## config.mk

```make
export PLATFORM = sky130hd
export DESIGN_NAME = adc_temperature_window_filter
export DESIGN_NICKNAME = d
export VERILOG_FILES = /design/src/hdl/atwf_pkg.sv /design/src/hdl/adc_temperature_window_filter.sv /design/src/hdl/atwf_ram.sv /design/src/hdl/atwf_ctrl.sv /design/src/hdl/atwf_datapath.sv
export SDC_FILE = /design/constraint.sdc
export NUM_CORES = 1
export LEC_CHECK = 0
export BUFFER_PORTS_ARGS = -buffer_cell sky130_fd_sc_hd__buf_2
export CAP_MARGIN = 15
export CELL_PAD_IN_SITES_DETAIL_PLACEMENT = 0
export CELL_PAD_IN_SITES_GLOBAL_PLACEMENT = 1
export CORE_UTILIZATION = 40
export CTS_BUF_LIST = sky130_fd_sc_hd__clkbuf_8
export DETAILED_ROUTE_END_ITERATION = 10
export HOLD_SLACK_MARGIN = 0.08
export PLACE_DENSITY = 0.61
export SLEW_MARGIN = 15
export SYNTH_ARGS = -nofsm -noshare
export SYNTH_HDL_FRONTEND = slang
export SYNTH_SLANG_ARGS = --single-unit
```

## constraint.sdc

```tcl
create_clock -name clk -period 21.2 [get_ports clk]
set_input_delay 1.06 -clock clk [delete_from_list [all_inputs] [get_ports clk]]
set_output_delay 1.06 -clock clk [all_outputs]
set_load 0.005 [all_outputs]
```

## src/hdl/atwf_pkg.sv

```systemverilog
// Package for the ADC temperature window filter.
// Shared widths, conversion constants, register indexes and the
// controller/datapath command and status structs. No dependencies.
`timescale 1ns / 1ps

package atwf_pkg;

    localparam int SAMPLE_W    = 10;
    localparam int MV_W        = 12;
    localparam int TEMP_W      = 19;
    localparam int LIMIT_W     = 18;
    localparam int CFG_DATA_W  = 19;
    localparam int CFG_INDEX_W = 1;

    // Conversion: t0 = floor((9216*mv + NUM_BIAS) / 113) - Q_BIAS.
    // The divide is a multiply by RECIP = ceil(2^32/113) and a right shift by 32,
    // exact for every dividend below 2^25.
    localparam int NUM_W       = 25;
    localparam int QUO_W       = 18;
    localparam int RECIP_W     = 26;
    localparam int RECIP_SHIFT = 32;
    localparam int PROD_W      = NUM_W + RECIP_W;
    localparam int DIV_CNT_W   = 1;

    localparam logic [NUM_W-1:0]     NUM_BIAS  = 25'd102;
    localparam logic [RECIP_W-1:0]   RECIP     = 26'd38008561;
    localparam logic [DIV_CNT_W-1:0] DIV_STEPS = 1'd1;

    localparam int TEMP_X_W = 21;
    localparam logic signed [TEMP_X_W-1:0] Q_BIAS   = 21'sd55628;
    localparam logic signed [TEMP_X_W-1:0] TEMP_MAX = 21'sd262143;
    localparam logic signed [TEMP_X_W-1:0] TEMP_MIN = -21'sd262144;

    localparam logic [LIMIT_W-1:0]            LIMIT_RESET  = 18'd1280;
    localparam logic signed [TEMP_W-1:0]      OFFSET_RESET = 19'sd0;

    typedef enum logic [CFG_INDEX_W-1:0] {
        REG_DEVIATION_LIMIT = 1'b0,
        REG_AMBIENT_OFFSET  = 1'b1
    } cfg_reg_t;

    typedef struct packed {
        logic load;       // latch the incoming sample
        logic prep;       // build dividend, clear sum
        logic div_step;   // reciprocal multiply, take the quotient
        logic rd_en;      // read one window entry
        logic temp_en;    // form the saturated temperature
        logic commit;     // decide, write window, load output
    } atwf_cmd_t;

    typedef struct packed {
        logic window_full;
        logic out_free;
    } atwf_status_t;

endpackage

```

## src/hdl/adc_temperature_window_filter.sv

```systemverilog
// Top level of the ADC temperature window filter.
// Joins atwf_ctrl and atwf_datapath; uses atwf_pkg.
`timescale 1ns / 1ps

// Each item is a 10-bit ADC reading; it is converted to a temperature in signed
// fixed point with 8 fraction bits, minus ambient_offset, saturated to 19 bits.
// The first 2^WINDOW_LOG2 items fill the window and return result_valid = 0 with
// a zero temperature. After that every item returns the mean of the stored window
// (taken before the new sample is considered) and replaces the oldest entry only
// when its distance from the mean is strictly below deviation_limit. One item is
// in work at a time. Once the window is full, the time from accept to the next
// accept is set by summing the window one entry per cycle through the registered
// RAM read port; during the fill no entries are read. The conversion divide is a
// single reciprocal multiply that runs alongside the summing. A finished result
// waits in the output register while the next item is accepted; a result still
// held there by out_stall delays the commit of the following one. The user must
// write configuration only while idle; the block itself does not enforce it.

module adc_temperature_window_filter #(
    parameter int WINDOW_LOG2 = 3
) (
    input  logic                                clk,
    input  logic                                rst_n,
    input  logic                                in_valid,
    output logic                                in_stall,
    input  logic [atwf_pkg::SAMPLE_W-1:0]       adc_sample,
    output logic                                out_valid,
    input  logic                                out_stall,
    output logic signed [atwf_pkg::TEMP_W-1:0]  filtered_temp,
    output logic                                result_valid,
    output logic                                sample_accepted,
    input  logic                                cfg_we,
    input  logic [atwf_pkg::CFG_INDEX_W-1:0]    cfg_index,
    input  logic [atwf_pkg::CFG_DATA_W-1:0]     cfg_data
);

    atwf_pkg::atwf_cmd_t     cmd;
    atwf_pkg::atwf_status_t  status;
    logic [WINDOW_LOG2-1:0]  rd_addr;

    atwf_ctrl #(
        .WINDOW_LOG2 (WINDOW_LOG2)
    ) u_ctrl (
        .clk      (clk),
        .rst_n    (rst_n),
        .in_valid (in_valid),
        .in_stall (in_stall),
        .status   (status),
        .cmd      (cmd),
        .rd_addr  (rd_addr)
    );

    atwf_datapath #(
        .WINDOW_LOG2 (WINDOW_LOG2)
    ) u_datapath (
        .clk             (clk),
        .rst_n           (rst_n),
        .cmd             (cmd),
        .status          (status),
        .rd_addr         (rd_addr),
        .adc_sample      (adc_sample),
        .cfg_we          (cfg_we),
        .cfg_index       (cfg_index),
        .cfg_data        (cfg_data),
        .out_valid       (out_valid),
        .out_stall       (out_stall),
        .filtered_temp   (filtered_temp),
        .result_valid    (result_valid),
        .sample_accepted (sample_accepted)
    );

endmodule

```

## src/hdl/atwf_ram.sv

```systemverilog
// Generic simple dual-port RAM with registered read.
// Used for the sample window store. No dependencies.
`timescale 1ns / 1ps

module atwf_ram #(
    parameter int WIDTH = 19,
    parameter int DEPTH = 8
) (
    input  logic                     clk,
    input  logic                     we,
    input  logic [$clog2(DEPTH)-1:0] waddr,
    input  logic [WIDTH-1:0]         wdata,
    input  logic                     re,
    input  logic [$clog2(DEPTH)-1:0] raddr,
    output logic [WIDTH-1:0]         rdata
);

    logic [WIDTH-1:0] mem [DEPTH];
    logic [WIDTH-1:0] rdata_reg;

    always_ff @(posedge clk)
    begin
        if (we)
        begin
            mem[waddr] <= wdata;
        end
        if (re)
        begin
            rdata_reg <= mem[raddr];
        end
    end

    assign rdata = rdata_reg;

endmodule

```

## src/hdl/atwf_ctrl.sv

```systemverilog
// Controller for the ADC temperature window filter.
// Sequences sample load, divide, window summing and commit; uses atwf_pkg.
`timescale 1ns / 1ps

module atwf_ctrl #(
    parameter int WINDOW_LOG2 = 3
) (
    input  logic                    clk,
    input  logic                    rst_n,
    input  logic                    in_valid,
    output logic                    in_stall,
    input  atwf_pkg::atwf_status_t  status,
    output atwf_pkg::atwf_cmd_t     cmd,
    output logic [WINDOW_LOG2-1:0]  rd_addr
);

    localparam int DEPTH = 1 << WINDOW_LOG2;
    localparam int CNT_W = WINDOW_LOG2 + 1;
    localparam logic [CNT_W-1:0] RD_LAST = CNT_W'(DEPTH);
    localparam logic [CNT_W-1:0] RD_DONE = CNT_W'(DEPTH + 1);

    typedef enum logic [2:0] {
        S_IDLE,
        S_PREP,
        S_CALC,
        S_TEMP,
        S_DECIDE
    } state_t;

    state_t                            state_reg, state_next;
    logic [atwf_pkg::DIV_CNT_W-1:0]    div_cnt_reg, div_cnt_next;
    logic [CNT_W-1:0]                  rd_cnt_reg, rd_cnt_next;
    logic                              div_done;
    logic                              sum_done;

    assign div_done = (div_cnt_reg == atwf_pkg::DIV_STEPS);
    assign sum_done = !status.window_full || (rd_cnt_reg == RD_DONE);
    assign in_stall = (state_reg != S_IDLE);
    assign rd_addr  = rd_cnt_reg[WINDOW_LOG2-1:0];

    always_comb
    begin
        state_next   = state_reg;
        div_cnt_next = div_cnt_reg;
        rd_cnt_next  = rd_cnt_reg;
        cmd          = '0;
        unique case (state_reg)
            S_IDLE:
            begin
                if (in_valid)
                begin
                    cmd.load   = 1'b1;
                    state_next = S_PREP;
                end
            end
            S_PREP:
            begin
                cmd.prep     = 1'b1;
                div_cnt_next = '0;
                rd_cnt_next  = '0;
                state_next   = S_CALC;
            end
            S_CALC:
            begin
                // divider and window read run side by side
                if (!div_done)
                begin
                    cmd.div_step = 1'b1;
                    div_cnt_next = div_cnt_reg + 1'b1;
                end
                if (status.window_full && !sum_done)
                begin
                    cmd.rd_en   = (rd_cnt_reg < RD_LAST);
                    rd_cnt_next = rd_cnt_reg + 1'b1;
                end
                if (div_done && sum_done)
                begin
                    state_next = S_TEMP;
                end
            end
            S_TEMP:
            begin
                cmd.temp_en = 1'b1;
                state_next  = S_DECIDE;
            end
            S_DECIDE:
            begin
                if (status.out_free)
                begin
                    cmd.commit = 1'b1;
                    state_next = S_IDLE;
                end
            end
            default:
            begin
                state_next = S_IDLE;
            end
        endcase
    end

    always_ff @(posedge clk or negedge rst_n)
    begin
        if (!rst_n)
        begin
            state_reg   <= S_IDLE;
            div_cnt_reg <= '0;
            rd_cnt_reg  <= '0;
        end
        else
        begin
            state_reg   <= state_next;
            div_cnt_reg <= div_cnt_next;
            rd_cnt_reg  <= rd_cnt_next;
        end
    end

endmodule

```

## src/hdl/atwf_datapath.sv

```systemverilog
// Datapath for the ADC temperature window filter: conversion, reciprocal divide,
// window sum, outlier decision and output register. Uses atwf_pkg, atwf_ram.
`timescale 1ns / 1ps

module atwf_datapath #(
    parameter int WINDOW_LOG2 = 3
) (
    input  logic                                     clk,
    input  logic                                     rst_n,
    input  atwf_pkg::atwf_cmd_t                      cmd,
    output atwf_pkg::atwf_status_t                   status,
    input  logic [WINDOW_LOG2-1:0]                   rd_addr,
    input  logic [atwf_pkg::SAMPLE_W-1:0]            adc_sample,
    input  logic                                     cfg_we,
    input  logic [atwf_pkg::CFG_INDEX_W-1:0]         cfg_index,
    input  logic [atwf_pkg::CFG_DATA_W-1:0]          cfg_data,
    output logic                                     out_valid,
    input  logic                                     out_stall,
    output logic signed [atwf_pkg::TEMP_W-1:0]       filtered_temp,
    output logic                                     result_valid,
    output logic                                     sample_accepted
);

    localparam int DEPTH = 1 << WINDOW_LOG2;
    localparam int SUM_W = atwf_pkg::TEMP_W + WINDOW_LOG2;
    localparam int TW    = atwf_pkg::TEMP_W;
    localparam int XW    = atwf_pkg::TEMP_X_W;

    // configuration
    logic [atwf_pkg::LIMIT_W-1:0] limit_reg;
    logic signed [TW-1:0]         offset_reg;

    // conversion and divider
    logic [atwf_pkg::MV_W-1:0]    mv_reg;
    logic [atwf_pkg::MV_W:0]      s5;
    logic [atwf_pkg::NUM_W-1:0]   num_w;
    logic [atwf_pkg::NUM_W-1:0]   num_reg;
    logic [atwf_pkg::PROD_W-1:0]  prod_w;
    logic [atwf_pkg::QUO_W-1:0]   dq_reg;

    // temperature
    logic signed [XW-1:0]         temp_raw;
    logic signed [TW-1:0]         temp_reg;

    // window
    logic [WINDOW_LOG2-1:0]       wr_idx_reg;
    logic                         full_reg;
    logic [TW-1:0]                rd_data;
    logic                         acc_pending_reg;
    logic signed [SUM_W-1:0]      sum_reg;
    logic signed [SUM_W-1:0]      sum_shift;
    logic signed [TW-1:0]         mean_w;
    logic signed [TW:0]           diff_w;
    logic [TW:0]                  absdiff_w;
    logic                         accepted_w;
    logic                         ram_we;

    // output register
    logic                         out_valid_reg;
    logic signed [TW-1:0]         temp_out_reg;
    logic                         rvalid_out_reg;
    logic                         acc_out_reg;

    assign s5    = {3'b000, adc_sample} + {1'b0, adc_sample, 2'b00};
    // 9216*mv as (mv << 13) + (mv << 10)
    assign num_w = {mv_reg, 13'b0} + {3'b000, mv_reg, 10'b0} + atwf_pkg::NUM_BIAS;

    // quotient = (num * RECIP) >> 32
    assign prod_w = atwf_pkg::PROD_W'(num_reg) * atwf_pkg::PROD_W'(atwf_pkg::RECIP);

    assign temp_raw = $signed({{(XW - atwf_pkg::QUO_W){1'b0}}, dq_reg}) - atwf_pkg::Q_BIAS
                      - $signed({{(XW - TW){offset_reg[TW-1]}}, offset_reg});

    assign sum_shift  = sum_reg >>> WINDOW_LOG2;
    assign mean_w     = sum_shift[TW-1:0];
    assign diff_w     = {temp_reg[TW-1], temp_reg} - {mean_w[TW-1], mean_w};
    assign absdiff_w  = diff_w[TW] ? (~diff_w + 1'b1) : diff_w;
    assign accepted_w = !full_reg ||
                        (absdiff_w < {{(TW + 1 - atwf_pkg::LIMIT_W){1'b0}}, limit_reg});
    assign ram_we     = cmd.commit && accepted_w;

    assign status = '{window_full: full_reg, out_free: (!out_valid_reg || !out_stall)};

    atwf_ram #(
        .WIDTH (TW),
        .DEPTH (DEPTH)
    ) u_window (
        .clk   (clk),
        .we    (ram_we),
        .waddr (wr_idx_reg),
        .wdata (temp_reg),
        .re    (cmd.rd_en),
        .raddr (rd_addr),
        .rdata (rd_data)
    );

    // payload registers
    always_ff @(posedge clk)
    begin
        if (cmd.load)
        begin
            mv_reg <= s5[atwf_pkg::MV_W:1];
        end
        if (cmd.prep)
        begin
            num_reg <= num_w;
        end
        if (cmd.div_step)
        begin
            dq_reg <= prod_w[atwf_pkg::RECIP_SHIFT +: atwf_pkg::QUO_W];
        end
        if (cmd.prep)
        begin
            sum_reg <= '0;
        end
        else if (acc_pending_reg)
        begin
            sum_reg <= sum_reg + {{WINDOW_LOG2{rd_data[TW-1]}}, rd_data};
        end
        if (cmd.temp_en)
        begin
            if (temp_raw > atwf_pkg::TEMP_MAX)
            begin
                temp_reg <= atwf_pkg::TEMP_MAX[TW-1:0];
            end
            else if (temp_raw < atwf_pkg::TEMP_MIN)
            begin
                temp_reg <= atwf_pkg::TEMP_MIN[TW-1:0];
            end
            else
            begin
                temp_reg <= temp_raw[TW-1:0];
            end
        end
        if (cmd.commit)
        begin
            temp_out_reg   <= full_reg ? mean_w : '0;
            rvalid_out_reg <= full_reg;
            acc_out_reg    <= accepted_w;
        end
    end

    // control state
    always_ff @(posedge clk or negedge rst_n)
    begin
        if (!rst_n)
        begin
            limit_reg       <= atwf_pkg::LIMIT_RESET;
            offset_reg      <= atwf_pkg::OFFSET_RESET;
            wr_idx_reg      <= '0;
            full_reg        <= 1'b0;
            acc_pending_reg <= 1'b0;
            out_valid_reg   <= 1'b0;
        end
        else
        begin
            if (cfg_we)
            begin
                unique case (cfg_index)
                    atwf_pkg::REG_DEVIATION_LIMIT:
                    begin
                        limit_reg <= cfg_data[atwf_pkg::LIMIT_W-1:0];
                    end
                    atwf_pkg::REG_AMBIENT_OFFSET:
                    begin
                        offset_reg <= $signed(cfg_data[TW-1:0]);
                    end
                    default:
                    begin
                    end
                endcase
            end
            acc_pending_reg <= cmd.rd_en;
            if (ram_we)
            begin
                wr_idx_reg <= wr_idx_reg + 1'b1;
                if (!full_reg && (wr_idx_reg == {WINDOW_LOG2{1'b1}}))
                begin
                    full_reg <= 1'b1;
                end
            end
            if (cmd.commit)
            begin
                out_valid_reg <= 1'b1;
            end
            else if (!out_stall)
            begin
                out_valid_reg <= 1'b0;
            end
        end
    end

    assign out_valid       = out_valid_reg;
    assign filtered_temp   = temp_out_reg;
    assign result_valid    = rvalid_out_reg;
    assign sample_accepted = acc_out_reg;

    // every item is stored while the window fills
    a_fill_accepts: assert property (@(posedge clk) disable iff (!rst_n)
        (cmd.commit && !full_reg) |-> accepted_w)
        else $error("sample rejected during window fill");

    // once full, the window stays full
    a_full_sticky: assert property (@(posedge clk) disable iff (!rst_n)
        full_reg |=> full_reg)
        else $error("window_full cleared without reset");

    // reciprocal quotient fits its register
    a_quo_range: assert property (@(posedge clk) disable iff (!rst_n)
        cmd.div_step |->
            (prod_w[atwf_pkg::PROD_W-1:atwf_pkg::RECIP_SHIFT + atwf_pkg::QUO_W] == '0))
        else $error("divider quotient out of range");

    // a new result shows up only after a commit
    a_out_source: assert property (@(posedge clk) disable iff (!rst_n)
        $rose(out_valid_reg) |-> $past(cmd.commit))
        else $error("output valid without commit");

endmodule
```

## Word-level counts from Yosys, hierarchy flattened

Memory sizes are Yosys's and may differ from the RTL's. A register that Yosys moved wholly into a read port is not among the register bits.
Cells that the tools add are included.
Widths: inputs -> output; s select.

| word-level totals | value |
|---|---|
| bits of input ports | 35 |
| memories | 1 |
| flip-flop bits (word level) | 168 |
| bits in writable memories | 152 |

Memories:

| memory | depth | bits a word | rd ports | clocked after memory_dff | write ports | RTL line | RTL |
|---|---|---|---|---|---|---|---|
| u_datapath.u_window.mem | 8 | 19 | 1 | 1 | 1 | atwf_ram.sv:18 | `logic [WIDTH-1:0] mem [DEPTH];` |

| cells by class | value |
|---|---|
| bitwise operators | 2 |
| $add $sub $neg | 11 |
| multiplexer cells | 23 |
| reduce and logical (&&, ||, !) cells | 19 |
| multipliers | 1 |
| order comparisons | 4 |
| equal/unequal tests | 11 |

Operator list:

| kind | count |
|---|---|
| $mul 25x26->50 const B | 1 |
| $sub 19x19->20 | 2 |
| $add 25x22->25 | 1 |
| $add 25x7->25 const B | 1 |
| $add 22x22->22 | 1 |
| $gt 21x19->1 const B | 1 |
| $lt 21x19->1 const B | 1 |
| $add 20x1->20 const B | 1 |
| $lt 20x18->1 | 1 |
| $mux 20 | 1 |
| $not 20->20 | 1 |
| $mux 19 | 1 |
| $sub 18x16->19 const B | 1 |
| $pmux 3 s5 | 1 |
| $add 10x12->13 | 1 |
| $mux 1 | 13 |
| $mux 3 | 3 |
| $pmux 4 s2 | 1 |
| $reduce_and 2->1 | 4 |
| $eq 3x2->1 const B | 2 |
| $eq 3x3->1 const B | 2 |
| $ne 2x1->1 const B | 3 |
| $add 4x1->4 const B | 1 |
| $eq 4x4->1 const B | 1 |
| other kinds (16) | 25 |

## Longest topological paths before layout

| logic depth | value |
|---|---|
| depth in word-level cells | 9 |
| mapped depth | 25 |

## By module

A second synthesis with hierarchy kept.

| unflattened totals | value |
|---|---|
| cell total of the unflattened synthesis | 1988 |
| area, all modules | 23867.9 um^2 |

By module, submodules not included:

| module | area an instance (um^2) | instances | cells an instance |
|---|---|---|---|
| atwf_datapath | 16925.0 | 1 | 1686 |
| atwf_ram | 6449.9 | 1 | 251 |
| atwf_ctrl | 493.0 | 1 | 51 |

## Worst setup path before layout

OpenSTA, ideal clock, no wires.

| timing | value |
|---|---|
| kind | register to register |
| start point | reg u_datapath.num_reg[10] in the netlist's numbering |
| end point | reg u_datapath.dq_reg[16] in the netlist's numbering (data pin) |
| period minus slack after synthesis | 6886 ps |
| stages on the path, launching flop included | 23 |
| arrival time | 6623 ps |
| data required time | 20936 ps |
| setup slack | 14314 ps |
| library setup time | 264 ps |
| path through | edfxtp_1 fa_1 inv_1 fa_1 inv_1 fa_1 fa_1 fa_1 fa_1 inv_1 fa_1 inv_1 ha_1 nand3_1 or2_1 o221ai_1 a211oi_1 o31ai_1 a221oi_1 o21a_1 o21ai_1 a221oi_1 xnor2_1 |

| on the way | value |
|---|---|
| cells in the longest elaborated chain, start to end | 1 |

RTL lines:

| element | RTL line | RTL |
|---|---|---|
| from (decl) | atwf_datapath.sv:37 | `logic [atwf_pkg::NUM_W-1:0] num_reg;` |
| from (signal assigned) | atwf_datapath.sv:106 | `num_reg <= num_w;` |
| $mul 25x26->50 | atwf_datapath.sv:69 | `assign prod_w = atwf_pkg::PROD_W'(num_reg) * atwf_pkg::PROD_W'(atwf_pkg::RECIP);` |
| net u_datapath.prod_w (one bit) | atwf_datapath.sv:38 | `logic [atwf_pkg::PROD_W-1:0] prod_w;` |
| to (signal assigned) | atwf_datapath.sv:110 | `dq_reg <= prod_w[atwf_pkg::RECIP_SHIFT +: atwf_pkg::QUO_W];` |
| to (decl) | atwf_datapath.sv:39 | `logic [atwf_pkg::QUO_W-1:0] dq_reg;` |

The timed path passes the listed nets, and every way through them passes these cells.
A chain may end at the register's enable or synchronous reset.

## Final worst setup path

Ends and elaborated chain as after synthesis.

==> results.md <==
- Detail Route Antenna Nets: 0
- Slew HR: 33.4%
- Post-route DRC: 0
- Clk_lat worst skew: 0.67 ns
- Vias: 14804
- CP max-delay cell: fa_1
- Synth Warn #: 0
- Yosys reg bits: 329
- TNS Setup: 0 ns
- Status: finished, final reports clean
- Unique masters post-synth: 82
- CTS buffer count: 55
- Worst-path clk slew: 0.06 ns
- Post-synthesis sequential area ratio: 39.9%
- Setup bufs post-CTS: 0
- Starting Density: 40.7%
- Startpoint Class: flip-flop
- Mapped Area: 0.0236 mm2
- Cell family with most CP delay: adder cells
- Final hold viol count: 0
- Iteration-0 DRC Markers: 711
- H-tree Lvls: 2
- Worst reg2reg path depth: 22
- Measured slew at the worst slew-check pin: 0.996 ns
- Final nets: 2540
- Area contributors post-synth: edfxtp_1 33%, ha_1 15%, fa_1 12%
- Start of the worst register-to-register path: u_datapath.num_reg[10]
- Placed cells: 2791
- Crit path kind: flip-flop to flip-flop
- Die ar.: 0.0600 mm2
- Critical Path Max Stage Delay: 0.77 ns
- Largest net degree at the start of global routing: 52
- Crit path to: u_datapath.dq_reg[16]
- Core Rows: 88
- TritonCTS clock tree: yes
- Core area: 0.0580 mm2
- Most instantiated library cell after synthesis: inv_1
- Synthesized area per cell: 11.9 um2
- Filler cells: 5347
- DR WL/cell: 19.2 um
- CP bufs+invs: 4
- Final HPWL DP: 43600 um
- Synth top area share: 32.6%
- Port bufs: 57
- Final setup margin: 13.38 ns
- CP Cell Sequence: fa_1 > inv_1 > fa_1 > inv_1 > fa_1 > fa_1 > fa_1 > fa_1 > inv_1 > fa_1 > inv_1 > ha_1 > nand3_1 > or2_1 > o221ai_1 > a211oi_1 > o31ai_1 > a221oi_1 > o21a_1 > o21ai_1 > a221oi_1 > xnor2_1
- CP Depth: 22
- RSZ-0062 raised after global routing: no
- CTS Root Cell: clkbuf_8
- Post-Route Utilization: 44.8%
- WP data arrival: 8.22 ns
- Routability-driven placement congestion ratio: 0.894
- Max clock buf depth: 3
- Largest area contributor in the netlist: edfxtp_1
- Top cells by count, synth: 300 x inv_1, 278 x ha_1, 256 x edfxtp_1, 144 x fa_1, 84 x nor2_1
- Hold Path Class: flip-flop to flip-flop
- Max Slew Vio Count: 0
- Tmin final: 7.82 ns
- Initial antenna violation count: 2
- Mapped Nets: 2443
- Final setup violating endpoints: 0
- Area occupied by multi-input gates: 0.0130 mm2
- FMAX: 128 MHz
- Die width: 245 um
- # IOs: 58
- Clk sinks: 329
- Pre-CTS setup slack: 13.34 ns
- Hold buffer count at cts: 0
- Global Route Usage Sum: 19.3%
- Critical-path maximum fanout: 9
- R2R setup slack: 13.38 ns
- Detailed-route wire length: 55600 um
- RR Endpoint: u_datapath.dq_reg[16]
- Most used DFF post-synth: edfxtp_1
- Area growth syn-to-layout: 10.2%
- CP startpoint: u_datapath.num_reg[10]
- Congestion Overflow GR: 0
- Worst Skew: 0.0199 ns
- Most used cell, CP: fa_1
- Drt via density: 5.12
- Layout cells sized above 1: 12.2%
- Vias in the first global route: 15604
- Global-route wire length before repair: 87900 um
- WP data required: 21.60 ns
- First drt pass iteration count: 5
- Number of flops mapped to enable cells by yosys: 256
- Resized cells post-CTS: 0
- Non-filler cells, final: 2892
- Number of max-cap violations: 0
- Crit. End Element: flip-flop
- Register area: 0.00941 mm2
- DIE HEIGHT: 245 um
- Mapped Cells: 1986
- Async SR Flop Fraction: 15.5%
- Final Cycle Share: 36.9%
- Largest register FFs: 152
[worst register-to-register path, cell delays in order (launching register included)]
cell and delay (ns):
edfxtp_1 0.56, fa_1 0.78, inv_1 0.14, fa_1 0.54
inv_1 0.06, fa_1 0.52, fa_1 0.45, fa_1 0.52
fa_1 0.54, inv_1 0.05, fa_1 0.54, inv_1 0.04
ha_1 0.31, nand3_1 0.13, or2_1 0.14, o221ai_1 0.11
a211oi_1 0.46, o31ai_1 0.23, a221oi_1 0.57, o21a_1 0.32
o21ai_1 0.12, a221oi_1 0.32, xnor2_1 0.10
[metal layers]
metal | vias to the layer above | global-route usage (%) | share of wire (%)
met5 | - | 0 | 0
met4 | 0 | 6.29 | 3.0
met3 | 90 | 3.14 | 3.8
met2 | 229 | 32.7 | 49
met1 | 7287 | 25.1 | 44
li1 | 7198 | - | -
[final cells by class]
| class | instances | area share [%] |
|---|---|---|
| Antenna cell | 2 | 0.0192 |
| Tap cell | 765 | 3.68 |
| Sequential cell | 329 | 36.2 |
| Timing Repair Buffer | 76 | 1.65 |
| Inverter | 302 | 4.36 |
| Clock buffer | 60 | 3.18 |
| Multi-Input combinational cell | 1319 | 49.9 |
| Clock inverter | 39 | 1.02 |
[placed cells by master (no fill, tap or decap), drive strengths merged, types with 12 or more instances in the layout]
cell type / instances
a21o: 59
nor2: 85
and2: 30
inv: 316
edfxtp: 256
a211oi: 13
xor2: 33
a21oi: 79
o21ai: 85
fa: 144
o21a: 22
buf: 76
ha: 278
xnor2: 77
dfrtp: 49
dfxtp: 22
nor2b: 14
nor3: 17
nand2b: 22
clkinv: 21
nand3: 22
mux2i: 20
clkbuf: 60
and3: 12
nand2: 83
mux4: 38
mux2: 39
[how the worst min path moves through the flow]
stage                                startpoint                  endpoint  slack (ns)  cells after the start
after floorplan            u_datapath.mv_reg[0]    u_datapath.num_reg[10]        0.43                      0
after global placement    u_datapath.sum_reg[0]     u_datapath.sum_reg[0]        0.48                      2
after detailed placement   u_datapath.mv_reg[0]    u_datapath.num_reg[10]        0.48                      0
after CTS                                 rst_n  u_datapath.limit_reg[11]        0.50                      2
after global routing       u_datapath.mv_reg[0]    u_datapath.num_reg[10]        0.52                      0
final                      u_datapath.mv_reg[0]    u_datapath.num_reg[10]        0.50                      0
[cell families (layout without fill, tap and decap cells)]
logic type / after synthesis / in the layout / share of synthesized area (%)
other: 0 / 2 / 0
buffers and inverters: 338 / 477 / 5.43
adders and majority gates: 422 / 422 / 27.0
muxes: 97 / 97 / 6.34
DFF: 329 / 329 / 39.9
xor gates and xnor gates: 110 / 110 / 4.12
AOI/OAI and AO/OA: 349 / 349 / 9.72
and+or+nand+nor: 341 / 341 / 7.56
[per-stage QoR]
| stage | instance area, um2 | hold WS (ns) |
|---|---|---|
| global placement | 24900 | 0.481 |
| CTS | 26000 | 0.500 |
| global route | 26000 | 0.516 |
| finish | 26000 | 0.500 |
| floorplan | 23600 | 0.433 |
| detailed placement | 24900 | 0.483 |
Power is left out: the tool's default activity adds up to more than one toggle a clock period on the data nets, which glitch-free logic cannot reach.
